## src/rtl/symmetric_ccs_to_csr_converter_core_macros.svh

```systemverilog
// Assertion helpers used by the converter datapath.
`ifndef SYMMETRIC_CCS_TO_CSR_CONVERTER_CORE_MACROS_SVH
`define SYMMETRIC_CCS_TO_CSR_CONVERTER_CORE_MACROS_SVH
`ifndef SYNTH
// Condition must never hold outside reset.
`define SCC_ASSERT_NEVER(label, clk, rst, cond) \
  label: assert property (@(posedge clk) disable iff (rst) !(cond)) \
    else $error("scc2csr: forbidden condition seen");
// Same-cycle implication.
`define SCC_ASSERT_IMP(label, clk, rst, ante, cons) \
  label: assert property (@(posedge clk) disable iff (rst) (ante) |-> (cons)) \
    else $error("scc2csr: implication failed");
// Next-cycle implication.
`define SCC_ASSERT_NEXT(label, clk, rst, ante, cons) \
  label: assert property (@(posedge clk) disable iff (rst) (ante) |=> (cons)) \
    else $error("scc2csr: next-cycle implication failed");
`else
`define SCC_ASSERT_NEVER(label, clk, rst, cond)
`define SCC_ASSERT_IMP(label, clk, rst, ante, cons)
`define SCC_ASSERT_NEXT(label, clk, rst, ante, cons)
`endif
`endif

```

## src/rtl/scc2csr_pkg.sv

```systemverilog
package scc2csr_pkg;

  // Fixed field widths of the item and result beats
  localparam int OPCODE_W = 3;
  localparam int ROW_W    = 11;
  localparam int WORD_W   = 64;
  localparam int POS_W    = 14;
  localparam int STATUS_W = 2;
  localparam int RPTR_W   = 14;
  localparam int COL_W    = 11;
  localparam int TOTAL_W  = 14;

  // Opcodes; codes 6 and 7 are ignored
  typedef enum logic [OPCODE_W-1:0] {
    OP_CLEAR   = 3'd0,
    OP_COLUMN  = 3'd1,
    OP_ENTRY   = 3'd2,
    OP_CONVERT = 3'd3,
    OP_RD_PTR  = 3'd4,
    OP_RD_ENT  = 3'd5
  } op_t;

  // Result status codes
  localparam logic [STATUS_W-1:0] ST_OK       = 2'd0;
  localparam logic [STATUS_W-1:0] ST_OVERFLOW = 2'd1;
  localparam logic [STATUS_W-1:0] ST_BAD_ROW  = 2'd2;
  localparam logic [STATUS_W-1:0] ST_BAD_READ = 2'd3;

  // Datapath commands, one per cycle
  typedef enum logic [4:0] {
    CMD_NOP,
    CMD_CLEAR,
    CMD_COLUMN,
    CMD_ENTRY,
    CMD_RD_PTR,
    CMD_RD_ENT,
    CMD_EMIT_PTR,
    CMD_EMIT_ENT,
    CMD_SETEND,
    CMD_SCAN_RD,
    CMD_SCAN_CHK,
    CMD_FAIL,
    CMD_INIT,
    CMD_FINISH,
    CMD_U_COL,
    CMD_U_DIAG,
    CMD_U_ENT,
    CMD_U_EWR,
    CMD_U_NEXT,
    CMD_F_CLR,
    CMD_F_CNT_RD,
    CMD_F_CNT_RF,
    CMD_F_CNT_WR,
    CMD_F_PRE_RD,
    CMD_F_PRE_WR,
    CMD_REWIND,
    CMD_F_COL,
    CMD_F_DIAG,
    CMD_F_ENT,
    CMD_F_UP,
    CMD_F_LO,
    CMD_F_NEXT
  } dp_cmd_t;

  // Loop status back to the controller
  typedef struct packed {
    logic k_lt_ent;   // entry index below entry count
    logic i_lt_n;     // column index below column count
    logic k_lt_kend;  // entry index below end of current column
    logic err_nz;     // an error code is latched
  } dp_stat_t;

endpackage

```

## src/rtl/scc2csr_ctrl.sv

```systemverilog
module scc2csr_ctrl (
  input  logic                                 clk,
  input  logic                                 rst,
  input  logic                                 start,
  input  logic [scc2csr_pkg::OPCODE_W-1:0]     opcode,
  input  logic                                 full,
  input  scc2csr_pkg::dp_stat_t                stat,
  output scc2csr_pkg::dp_cmd_t                 cmd,
  output logic                                 busy
);
  import scc2csr_pkg::*;

  typedef enum logic [4:0] {
    S_IDLE, S_SCAN_RD, S_SCAN_CHK, S_DECIDE,
    S_U_COL, S_U_DIAG, S_U_ENT, S_U_EWR,
    S_F_CLR, S_F_CNT_RD, S_F_CNT_RF, S_F_CNT_WR,
    S_F_PRE_RD, S_F_PRE_WR, S_F_COL, S_F_DIAG, S_F_ENT, S_F_UP, S_F_LO,
    S_EMIT_PTR, S_EMIT_ENT
  } state_t;

  state_t state, state_next;

  assign busy = (state != S_IDLE);

  // Next state and command decode
  always_comb begin
    state_next = state;
    cmd        = CMD_NOP;
    case (state)
      S_IDLE: begin
        if (start) begin
          case (opcode)
            OP_CLEAR:   cmd = CMD_CLEAR;
            OP_COLUMN:  cmd = CMD_COLUMN;
            OP_ENTRY:   cmd = CMD_ENTRY;
            OP_CONVERT: begin
              cmd        = CMD_SETEND;
              state_next = S_SCAN_RD;
            end
            OP_RD_PTR: begin
              cmd        = CMD_RD_PTR;
              state_next = S_EMIT_PTR;
            end
            OP_RD_ENT: begin
              cmd        = CMD_RD_ENT;
              state_next = S_EMIT_ENT;
            end
            default: cmd = CMD_NOP;
          endcase
        end
      end
      // Row range check over all stored entries
      S_SCAN_RD: begin
        if (stat.k_lt_ent) begin
          cmd        = CMD_SCAN_RD;
          state_next = S_SCAN_CHK;
        end else begin
          state_next = S_DECIDE;
        end
      end
      S_SCAN_CHK: begin
        cmd        = CMD_SCAN_CHK;
        state_next = S_SCAN_RD;
      end
      S_DECIDE: begin
        if (stat.err_nz) begin
          cmd        = CMD_FAIL;
          state_next = S_IDLE;
        end else begin
          cmd        = CMD_INIT;
          state_next = full ? S_F_CLR : S_U_COL;
        end
      end
      // Upper-only walk
      S_U_COL: begin
        if (stat.i_lt_n) begin
          cmd        = CMD_U_COL;
          state_next = S_U_DIAG;
        end else begin
          cmd        = CMD_FINISH;
          state_next = S_IDLE;
        end
      end
      S_U_DIAG: begin
        cmd        = CMD_U_DIAG;
        state_next = S_U_ENT;
      end
      S_U_ENT: begin
        if (stat.k_lt_kend) begin
          cmd        = CMD_U_ENT;
          state_next = S_U_EWR;
        end else begin
          cmd        = CMD_U_NEXT;
          state_next = S_U_COL;
        end
      end
      S_U_EWR: begin
        cmd        = CMD_U_EWR;
        state_next = S_U_ENT;
      end
      // Full pattern: clear row counts
      S_F_CLR: begin
        if (stat.i_lt_n) begin
          cmd = CMD_F_CLR;
        end else begin
          cmd        = CMD_INIT;
          state_next = S_F_CNT_RD;
        end
      end
      // Count lower entries per row
      S_F_CNT_RD: begin
        if (stat.k_lt_ent) begin
          cmd        = CMD_F_CNT_RD;
          state_next = S_F_CNT_RF;
        end else begin
          cmd        = CMD_INIT;
          state_next = S_F_PRE_RD;
        end
      end
      S_F_CNT_RF: begin
        cmd        = CMD_F_CNT_RF;
        state_next = S_F_CNT_WR;
      end
      S_F_CNT_WR: begin
        cmd        = CMD_F_CNT_WR;
        state_next = S_F_CNT_RD;
      end
      // Prefix sum of row starts
      S_F_PRE_RD: begin
        if (stat.i_lt_n) begin
          cmd        = CMD_F_PRE_RD;
          state_next = S_F_PRE_WR;
        end else begin
          cmd        = CMD_REWIND;
          state_next = S_F_COL;
        end
      end
      S_F_PRE_WR: begin
        cmd        = CMD_F_PRE_WR;
        state_next = S_F_PRE_RD;
      end
      // Scatter
      S_F_COL: begin
        if (stat.i_lt_n) begin
          cmd        = CMD_F_COL;
          state_next = S_F_DIAG;
        end else begin
          cmd        = CMD_FINISH;
          state_next = S_IDLE;
        end
      end
      S_F_DIAG: begin
        cmd        = CMD_F_DIAG;
        state_next = S_F_ENT;
      end
      S_F_ENT: begin
        if (stat.k_lt_kend) begin
          cmd        = CMD_F_ENT;
          state_next = S_F_UP;
        end else begin
          cmd        = CMD_F_NEXT;
          state_next = S_F_COL;
        end
      end
      S_F_UP: begin
        cmd        = CMD_F_UP;
        state_next = S_F_LO;
      end
      S_F_LO: begin
        cmd        = CMD_F_LO;
        state_next = S_F_ENT;
      end
      S_EMIT_PTR: begin
        cmd        = CMD_EMIT_PTR;
        state_next = S_IDLE;
      end
      S_EMIT_ENT: begin
        cmd        = CMD_EMIT_ENT;
        state_next = S_IDLE;
      end
      default: state_next = S_IDLE;
    endcase
  end

  // State register
  always_ff @(posedge clk) begin
    if (rst) begin
      state <= S_IDLE;
    end else begin
      state <= state_next;
    end
  end

endmodule

```

## config.mk

```make
export PLATFORM = sky130hd
export DESIGN_NAME = scc2csr_ctrl
export DESIGN_NICKNAME = d
export VERILOG_FILES = /design/src/rtl/symmetric_ccs_to_csr_converter_core_macros.svh /design/src/rtl/scc2csr_pkg.sv /design/src/rtl/scc2csr_ctrl.sv
export SDC_FILE = /design/constraint.sdc
export NUM_CORES = 1
export LEC_CHECK = 0
export ABC_AREA = 1
export BUFFER_PORTS_ARGS = -buffer_cell sky130_fd_sc_hd__buf_2
export CAP_MARGIN = 20
export CORE_MARGIN = 2
export CORE_UTILIZATION = 54
export DETAILED_ROUTE_END_ITERATION = 6
export GPL_TIMING_DRIVEN = 0
export PLACE_DENSITY_LB_ADDON = 0.15
export SLEW_MARGIN = 20
export SYNTH_ARGS = -nofsm -noshare
export SYNTH_HDL_FRONTEND = slang
export SYNTH_SLANG_ARGS = --single-unit
```

## constraint.sdc

```tcl
create_clock -name clk -period 1.9 [get_ports clk]
set_clock_uncertainty 0.2 [all_clocks]
set_input_delay 0.19 -clock clk [delete_from_list [all_inputs] [get_ports clk]]
set_output_delay 0.19 -clock clk [all_outputs]
set_load 0.02 [all_outputs]
```

==> run_results.csv, run 1 <==
group,metric,value,unit
status,status,"finished, violations left",
status,violations,"setup timing",
finish,final_cell_mix,"nand2_1 (41), nand3_1 (25), nor2_1 (25)",
power,internal_power,336,uW
detailed_routing,drt_iter0_drc,194,
setup_path,cpMostUsedCell,"nor2_4",
timing,tightest_slew,295,ps
floorplanning,dieArea,2000,um2
setup_path,worstSetupEndpointType,"output pin",
timing,hold_ws,179,ps
timing,relSlewSlack,80.3,%
timing,min_period,2100,ps
logic_synthesis,yosysUniqueCellTypes,22,
setup_path,reg2reg_slack,50,ps
power,pwr-share-seq,19.5,%
floorplanning,die_h,44.7,um
timing,hold_viol,0,
logic_synthesis,ys_warn_count,0,
setup_path,crit_path_max_incr_delay,390,ps
detailed_routing,via_per_inst,6.90,
power,p_leak,0.731,nW
finish,multi_input_area,843,um2
floorplanning,start_util,58.6,%
clock_network,cts.sink_count,5,
setup_path,cp.arrival,1710,ps
floorplanning,num_io_pins,17,
setup_path,worst-path-stages,7,
setup_path,crit_path_start_kind,"flop",
finish,fill_cells,86,
timing,setup_viol,5,
logic_synthesis,synth_area_leaders,"nand2_1 (22%), nand3_1 (16%), nor2_1 (12%)",
power,power_frac_clock,21.3,%
grt,grt_pass1_wl,5730,um
finish,largest_register_ffs,5,
placed_design,hpwl,2230,um
setup_path,worst-path-buf-inv,2,
setup_path,cp_max_fo,5,
placed_design,port_buffers,16,
clock_network,clk_latency,260,ps
floorplanning,rows,14,
setup_path,reg2reg_from,"state[3]$_SDFFE_PP0P_",
clock_network,clk_pin_slew,50,ps
setup_path,crit_end,"cmd[4]",
clock_network,htreeDepth,1,
power,peakVddDrop,0.398,mV
finish,final_nets,222,
finish,regArea,114,um2
timing,rsz0062_at_grt,"yes",
clock_network,clock-root-buffer,"clkbuf_4",
grt,gr-total-overflow,0,
logic_synthesis,synth_top_area_share,22.3,%
finish,drive_above_1_share,41.4,%
detailed_routing,firstDrtPassIters,6,
setup_path,slowest_stage,"dfxtp_4",
clock_network,cts_buffers,3,
finish,largest_registers,"state: 5 flops",
setup_path,critPathKind,"reg -> out",
setup_path,r2r-end,"state[2]$_SDFFE_PP0P_",
setup_path,reg2reg_depth,10,
finish,areaGrowthSynthToFinish,46.4,%
finish,final_common_cell,"nand2_1",
placed_design,routabilityCongestion,0.955,
setup_path,worstPathCellList,"nor2_4, nand2_4, nor2_4, inv_2, and3_4, nand4_1, buf_4",
clock_network,cts.path.max_buffers,2,
finish,fin_util,85.8,%
power,p_switching,316,uW
setup_path,crit_family,"simple AND/OR/NAND/NOR gates",
setup_path,cp-startpoint,"state[3]$_SDFFE_PP0P_",
logic_synthesis,synth_seq_cells,5,
power,switching_share,48.5,%
timing,post-route-period-util,110,%
clock_network,cts_tree,"yes",
run,cap_violations,0,
timing,fin_ws,-199,ps
timing,drv_slew,0,
detailed_routing,via_count,1559,
detailed_routing,routedWlPerCell,20.5,um
grt,antenna_found_initial,0,
grt,track_usage,39.7,%
finish,top_register,"state",
finish,diodes,0,
power,power_per_cell_area,499,nW/um2
logic_synthesis,synthCells,175,
detailed_routing,drc,0,
logic_synthesis,ys_seq_area_share,11.2,%
timing,max_freq,0.476,GHz
grt,grt_max_degree,7,
floorplanning,core_area,1520,um2
logic_synthesis,post-synth-top-area-cell,"nand2_1",
logic_synthesis,netlist_area,893,um2
detailed_routing,antenna_left,0,
detailed_routing,routed_wl,4620,um
grt,grt_pass1_vias,1314,
floorplanning,die-width,44.7,um
power,p_comb_share,59.1,%
setup_path,required,1510,ps
hold_path,hold_path_class,"in -> reg",
logic_synthesis,syn-num-nets,186,
logic_synthesis,synth_area_per_cell,5.10,um2
==> power by group through the flow <==
stage	combinational, mW	clock (mW)	sequential [mW]
2_1_floorplan	0.188	0	0.123
3_3_place_gp	0.255	0	0.124
3_5_place_dp	0.260	0	0.125
4_1_cts	0.308	0.129	0.124
5_1_grt	0.400	0.143	0.127
6_report	0.386	0.139	0.127
==> Yosys cell counts <==
| library cell | count |
|---|---|
| a21oi_1 | 3 |
| and3_2 | 1 |
| buf_6 | 1 |
| dfxtp_1 | 5 |
| inv_1 | 20 |
| inv_2 | 1 |
| nand2_1 | 53 |
| nand2_2 | 3 |
| nand3_1 | 29 |
| nand4_1 | 5 |
| nor2_1 | 29 |
| nor2_2 | 1 |
| nor2_4 | 6 |
| nor3_1 | 9 |
| nor3b_1 | 1 |
| o211ai_1 | 1 |
| o21a_1 | 1 |
| o21ai_0 | 2 |
| o21ai_1 | 1 |
| o21ai_2 | 1 |
| or2_1 | 1 |
| or2_2 | 1 |
==> cells by family (layout without fill, tap and decap cells) <==
family	count (synthesis)	count (layout)	synth area share, %
AO/OA/AOI/OAI	9	9	6.02
buffers and inverters	22	57	10.1
flip-flops	5	5	11.2
AND/OR/NAND/NOR	139	139	72.7
==> worst register-to-register path, stage by stage, from the launching register on <==
cell	delay (ps)
dfxtp_4	390
nor2_4	230
nand2_4	100
nor2_4	200
nand2_2	100
buf_4	140
nand2_2	70
nor2_1	70
nand2_1	50
nand2_1	70
nor2_1	150
==> through the flow <==
| stage | cell area [um2] | cells | setup slack [ps] | setup TNS [ps] | power (mW) |
|---|---|---|---|---|---|
| 2_1_floorplan | 893 | 175 | 261 | 0 | 0.311 |
| 3_3_place_gp | 993 | 207 | -58.7 | -86.5 | 0.380 |
| 3_5_place_dp | 993 | 207 | -71.7 | -88.8 | 0.385 |
| 4_1_cts | 1180 | 221 | -43.7 | -203 | 0.561 |
| 5_1_grt | 1310 | 226 | -273 | -967 | 0.669 |
| 6_report | 1310 | 226 | -199 | -818 | 0.653 |
==> how the worst min path moves through the flow <==
stage,slack [ps],endpoint,startpoint,depth (start not counted)
2_1_floorplan,60,state[0]$_SDFFE_PP0P_,rst,1
3_3_place_gp,210,state[1]$_SDFFE_PP0P_,rst,2
3_5_place_dp,210,state[1]$_SDFFE_PP0P_,rst,2
4_1_cts,130,state[3]$_SDFFE_PP0P_,full,5
5_1_grt,180,state[3]$_SDFFE_PP0P_,full,5
6_report,180,state[3]$_SDFFE_PP0P_,full,5
==> cell type report <==
type | count | area share [%]
multi-input combinational | 148 | 64.5
timing repair buffer | 31 | 16.4
sequential | 5 | 8.71
inverter | 21 | 6.03
clock buffer | 4 | 2.01
tap | 16 | 1.53
buffer | 1 | 0.861
==> timing repair <==
| item | in CTS | in global routing |
|---|---|---|
| pin swaps | 5 | 12 |
| endpoints found under the setup margin | 5 | 5 |
| setup buffers | 8 | 5 |
| hold buffers | 1 | 0 |
| cloned | 1 | 0 |
| gates resized for setup | 30 | 28 |
| endpoints found under the hold margin | 5 | 0 |
==> routing by layer <==
metal,wire (um),global-route usage (%),vias to the layer above
met3,662,6.94,71
met1,1510,46.7,669
met2,2000,64.3,177
met5,0,0,-
met4,452,27.9,0
li1,-,-,642
Note: power is estimated with default switching activity, not from simulation.
==> inputs of run 2 (changes only) <==
Settings changed: ABC_AREA 1 to default, CORE_UTILIZATION 54 to 56.
==> run_results.csv, run 2 <==
group,metric,value,unit
grt,grt_pass1_wl,6710,um
placed_design,place_area,1140,um2
status,status,"finished, violations left",
setup_path,required,1510,ps
finish,fin_area,1550,um2
clock_network,clock-root-buffer,"clkbuf_4",
run,cap_violations,0,
grt,grt_pass1_vias,1410,
finish,areaGrowthSynthToFinish,49.6,%
logic_synthesis,synth_area_per_cell,6.89,um2
placed_design,port_buffers,16,
logic_synthesis,post-synth-top-area-cell,"dfxtp_1",
clock_network,cts.sink_count,5,
setup_path,worst-path-stages,6,
floorplanning,die-width,47.0,um
detailed_routing,drc,0,
detailed_routing,via_count,1581,
setup_path,cpMostUsedCell,"buf_6",
status,violations,"setup timing",
floorplanning,start_util,59.9,%
grt,gr-total-overflow,0,
detailed_routing,drt_iter0_drc,190,
logic_synthesis,netlist_area,1030,um2
floorplanning,dieArea,2210,um2
logic_synthesis,synthTopCellsByCount,"nand2b_1 (12), a21oi_1 (10), buf_2 (10), nand2_1 (10), nor2_1 (10)",
floorplanning,core_area,1730,um2
timing,hold_viol,0,
finish,regArea,108,um2
logic_synthesis,synth_top_area_share,9.69,%
finish,fin_util,89.6,%
finish,largest_register_ffs,5,
setup_path,crit_family,"simple AND/OR/NAND/NOR gates",
clock_network,cts_tree,"yes",
setup_path,worstPathCellList,"buf_6, or4b_4, a21oi_2, o21bai_1, nand3_1, buf_6",
detailed_routing,routed_wl,4840,um
grt,grt_max_degree,11,
setup_path,crit_end,"cmd[3]",
clock_network,htreeDepth,1,
floorplanning,die_h,47.0,um
detailed_routing,routedWlPerCell,22.5,um
clock_network,clk_pin_slew,60,ps
power,peakVddDrop,0.673,mV
timing,max_freq,0.468,GHz
logic_synthesis,ys_warn_count,0,
timing,relSlewSlack,74.9,%
finish,fill_cells,79,
logic_synthesis,ys.flop_type,"dfxtp_1",
clock_network,cts_buffers,3,
logic_synthesis,synth_seq_cells,5,
timing,setup_viol,6,
logic_synthesis,yosysMostFrequentCell,"nand2b_1",
timing,tightest_slew,376,ps
timing,rsz0062_at_grt,"yes",
logic_synthesis,synth_area_leaders,"dfxtp_1 (9.7%), nand2b_1 (7.3%), a21oi_1 (4.8%)",
power,p_leak,0.640,nW
finish,diodes,0,
timing,post-route-period-util,112,%
finish,final_cell_mix,"buf_4 (22), buf_6 (15), buf_2 (12)",
setup_path,reg2reg_slack,-60,ps
logic_synthesis,ys_seq_area_share,9.69,%
placed_design,routabilityCongestion,0.954,
grt,antenna_found_initial,0,
setup_path,worst-path-buf-inv,2,
placed_design,hpwl,2360,um
grt,track_usage,42.7,%
hold_path,hold_path_class,"in -> reg",
detailed_routing,via_per_inst,7.35,
logic_synthesis,syn-num-nets,161,
detailed_routing,antenna_left,0,
setup_path,slowest_stage,"or4b_4",
detailed_routing,firstDrtPassIters,5,
finish,final_common_cell,"buf_4",
hold_path,hold_depth,3,
finish,top_register,"state",
setup_path,crit_path_max_incr_delay,520,ps
setup_path,cp.arrival,1750,ps
clock_network,clk_latency,260,ps
logic_synthesis,async_reset_ff_share,0,%
timing,fin_ws,-236,ps
finish,largest_registers,"state: 5 flops",
setup_path,reg2reg_depth,8,
setup_path,reg2reg_from,"state[2]$_SDFFE_PP0P_",
setup_path,worstSetupEndpointType,"output pin",
clock_network,cts.path.max_buffers,2,
hold_path,hold_start,"full",
finish,final_nets,202,
setup_path,crit_path_start_kind,"flop",
logic_synthesis,synthCells,150,
timing,drv_slew,0,
timing,min_period,2140,ps
logic_synthesis,synth_edf_count,0,
logic_synthesis,yosysUniqueCellTypes,48,
setup_path,critPathKind,"reg -> out",
placed_design,dp_slack,-145,ps
floorplanning,num_io_pins,17,
finish,drive_above_1_share,42.6,%
power,power_per_cell_area,655,nW/um2
setup_path,cp_max_fo,7,
finish,multi_input_area,935,um2
floorplanning,rows,15,
setup_path,r2r-end,"state[1]$_SDFFE_PP0P_",
setup_path,cp-startpoint,"state[1]$_SDFFE_PP0P_",
[run 2: logic make-up after synthesis]
kind of cell	share of synthesized area [%]
buffers and inverters	11.0
xor gates and xnor gates	0.848
DFF	9.69
AOI/OAI and AO/OA	38.6
muxes	2.91
and+or+nand+nor	36.9
[run 2: worst min-delay path by stage]
stage	to	slack (ps)
final	state[3]$_SDFFE_PP0P_	110
after global routing	state[0]$_SDFFE_PP0P_	90
after CTS	state[3]$_SDFFE_PP0P_	50
after detailed placement	state[3]$_SDFFE_PP0P_	170
after global placement	state[3]$_SDFFE_PP0P_	170
after floorplan	state[3]$_SDFFE_PP0P_	60
[run 2: routing by layer]
metal  up-vias  track usage, %  routed length, um
li1        651               -                  -
met1       700            54.0               1740
met2       184            68.5               2200
met3        46            12.3                646
met4         0            16.7                250
met5         -               0                  0
[run 2: layout make-up]
class                           count  share of cell area, %
Buffer                             15                   10.4
Tap cell                           25                   2.02
Sequential cell                     5                   6.96
Timing Repair Buffer               37                   17.1
Inverter                            6                   1.46
Clock buffer                        4                   1.70
Multi-Input combinational cell    123                   60.4
[run 2: what timing repair did]
| action | CTS | global route |
|---|---|---|
| buffers inserted | 15 | 5 |
| endpoints found under the setup margin | 5 | 10 |
| endpoints found under the hold margin | 1 | 0 |
| hold buffers | 1 | 0 |
| gates resized for setup | 47 | 21 |
| pin swaps | 11 | 11 |
| cloned | 0 | 0 |
[run 2: power by group]
part	internal, mW	switching (mW)
logic	0.336	0.409
clock network	0.0804	0.0571
registers	0.117	0.0120
[run 2: metrics by stage]
step | power, mW | hold slack [ps] | setup TNS (ps) | instances
3_3_place_gp | 0.634 | 168 | -556 | 191
3_5_place_dp | 0.637 | 170 | -630 | 191
2_1_floorplan | 0.502 | 62.4 | 0 | 150
4_1_cts | 0.895 | 45.3 | -416 | 210
6_report | 1.01 | 109 | -1000 | 215
5_1_grt | 1.05 | 92.5 | -1260 | 215
[run 2: worst register-to-register path, stage by stage, from the launching register on]
cell and delay (ps):
dfxtp_2 320, buf_6 130, buf_6 120, buf_4 130, nor2_2 130, o21ai_1 130, a221oi_2 360, buf_4 180
a21boi_1 180
==> inputs of run 3 (changes only) <==
Settings changed: CORE_MARGIN 2 to default, SKIP_LAST_GASP from default to 1.
==> run_results.csv, run 3 (synthesized netlist as in run 2, its figures left out) <==
group,metric,value,unit
status,status,"finished, violations left",
status,violations,"setup timing",
placed_design,place_area,1140,um2
power,power_per_cell_area,645,nW/um2
clock_network,clock-root-buffer,"clkbuf_4",
power,pwr-share-seq,15.5,%
power,p_comb_share,71.3,%
grt,grt_pass1_wl,6130,um
finish,largest_registers,"state: 5 flops",
detailed_routing,via_per_inst,7.45,
floorplanning,num_io_pins,17,
setup_path,slowest_stage,"or4b_4",
floorplanning,die_h,45.0,um
finish,fin_area,1500,um2
setup_path,critPathKind,"reg -> out",
timing,tightest_slew,415,ps
power,p_leak,0.599,nW
power,p_switching,458,uW
setup_path,worstPathCellList,"buf_6, or4b_4, a21oi_2, o21bai_1, nand3_1, buf_6",
placed_design,place_inst,191,
setup_path,cp.arrival,1720,ps
placed_design,dp_slack,-179,ps
clock_network,clk_latency,250,ps
setup_path,reg2reg_from,"state[3]$_SDFFE_PP0P_",
floorplanning,rows,15,
clock_network,cts.path.max_buffers,2,
setup_path,cpMostUsedCell,"buf_6",
finish,diodes,0,
grt,grt_pass1_vias,1287,
finish,areaGrowthSynthToFinish,44.8,%
setup_path,reg2reg_slack,0,ps
finish,final_nets,198,
placed_design,hpwl,2440,um
grt,track_usage,42.1,%
power,internal_power,506,uW
setup_path,r2r-end,"state[0]$_SDFFE_PP0P_",
clock_network,htreeDepth,1,
finish,final_common_cell,"buf_4",
placed_design,routabilityCongestion,1.00,
hold_path,hold_depth,3,
detailed_routing,routed_wl,4720,um
finish,layout.cells.non_filler,211,
hold_path,hold_path_class,"in -> reg",
detailed_routing,via_count,1573,
timing,post-route-period-util,111,%
clock_network,cts_buffers,3,
setup_path,crit_path_start_kind,"flop",
detailed_routing,antenna_left,0,
power,switching_share,47.5,%
timing,min_period,2110,ps
grt,antenna_found_initial,0,
run,cap_violations,0,
detailed_routing,drc,0,
finish,multi_input_area,923,um2
timing,setup_viol,5,
floorplanning,core_area,1730,um2
timing,relSlewSlack,72.3,%
setup_path,worstSetupEndpointType,"output pin",
power,power_frac_clock,13.2,%
timing,fin_ws,-205,ps
hold_path,min_to,"state[3]$_SDFFE_PP0P_",
clock_network,cts_tree,"yes",
finish,final_cell_mix,"buf_4 (22), buf_2 (12), nand2b_1 (10)",
finish,fin_util,86.7,%
finish,regArea,113,um2
clock_network,clk_pin_slew,50,ps
setup_path,worst-path-buf-inv,2,
floorplanning,dieArea,2020,um2
setup_path,crit_path_max_incr_delay,520,ps
timing,drv_slew,0,
power,power,964,uW
setup_path,required,1510,ps
floorplanning,die-width,45.0,um
detailed_routing,firstDrtPassIters,7,
power,peakVddDrop,0.706,mV
detailed_routing,drt_iter0_drc,142,
placed_design,port_buffers,16,
finish,drive_above_1_share,41.4,%
timing,rsz0062_at_grt,"yes",
timing,max_freq,0.475,GHz
floorplanning,start_util,59.9,%
grt,grt_max_degree,11,
clock_network,cts.sink_count,5,
finish,fill_cells,101,
timing,hold_viol,0,
hold_path,hold_start,"full",
setup_path,cp_max_fo,6,
setup_path,crit_family,"simple AND/OR/NAND/NOR gates",
setup_path,reg2reg_depth,7,
detailed_routing,routedWlPerCell,22.3,um
finish,top_register,"state",
grt,gr-total-overflow,0,
finish,largest_register_ffs,5,
-- run 3: cell count changes in the layout (fill, tap and decap cells not counted), moves of 2 or more --
cell,change
dfxtp_4,+2
dfxtp_2,-2
buf_8,+2
buf_6,-7
-- run 3: through the flow --
stage,TNS [ps],hold slack (ps)
2_1_floorplan,0,62.4
3_3_place_gp,-527,167
3_5_place_dp,-631,168
4_1_cts,-509,48.5
5_1_grt,-1440,58.8
6_report,-839,84.3
-- run 3: worst max path at each step --
stage                          startpoint     end  depth (start not counted)
finish              state[1]$_SDFFE_PP0P_  cmd[3]                          6
global route        state[2]$_SDFFE_PP0P_  cmd[1]                          6
CTS                 state[1]$_SDFFE_PP0P_  cmd[3]                          6
detailed placement  state[3]$_SDFFE_PP0P_  cmd[1]                          6
global placement    state[3]$_SDFFE_PP0P_  cmd[1]                          6
floorplan           state[2]$_SDFFE_PP0P_  cmd[2]                          7
-- run 3: cell type report --
cell class / instances / area share, %
Multi-Input combinational cell: 123 / 61.7
Timing Repair Buffer: 34 / 15.5
Buffer: 14 / 9.95
Sequential cell: 5 / 7.53
Tap cell: 25 / 2.09
Clock buffer: 4 / 1.76
Inverter: 6 / 1.51
-- run 3: power by group through the flow --
stage | Sequential (mW) | Clock, mW | Combinational [mW]
2_1_floorplan | 0.124 | 0 | 0.378
3_3_place_gp | 0.127 | 0 | 0.504
3_5_place_dp | 0.127 | 0 | 0.510
4_1_cts | 0.142 | 0.130 | 0.591
5_1_grt | 0.148 | 0.143 | 0.716
6_report | 0.149 | 0.127 | 0.688
-- run 3: timing repair --
item | CTS | global route
endpoints found under the setup margin | 5 | 10
buffers inserted | 12 | 5
hold endpoints to repair | 1 | 0
hold buffers | 1 | 0
pin swaps | 10 | 3
resized for setup | 42 | 20
-- run 3: worst register-to-register path, delay by kind of cell (launching register included) --
family | cells | cell delay (ps)
AO/OA/AOI/OAI | 3 | 560
buffers and inverters | 3 | 410
flip-flops | 1 | 330
AND/OR/NAND/NOR | 1 | 310
-- run 3: routing by layer --
layer  up-vias  part of all wire [%]  GRT usage (%)
met5         -                     0              0
met4         0                   9.2           16.4
met3        70                    14           14.4
met2       181                    42           65.2
met1       680                    34           53.5
li1        642                     -              -
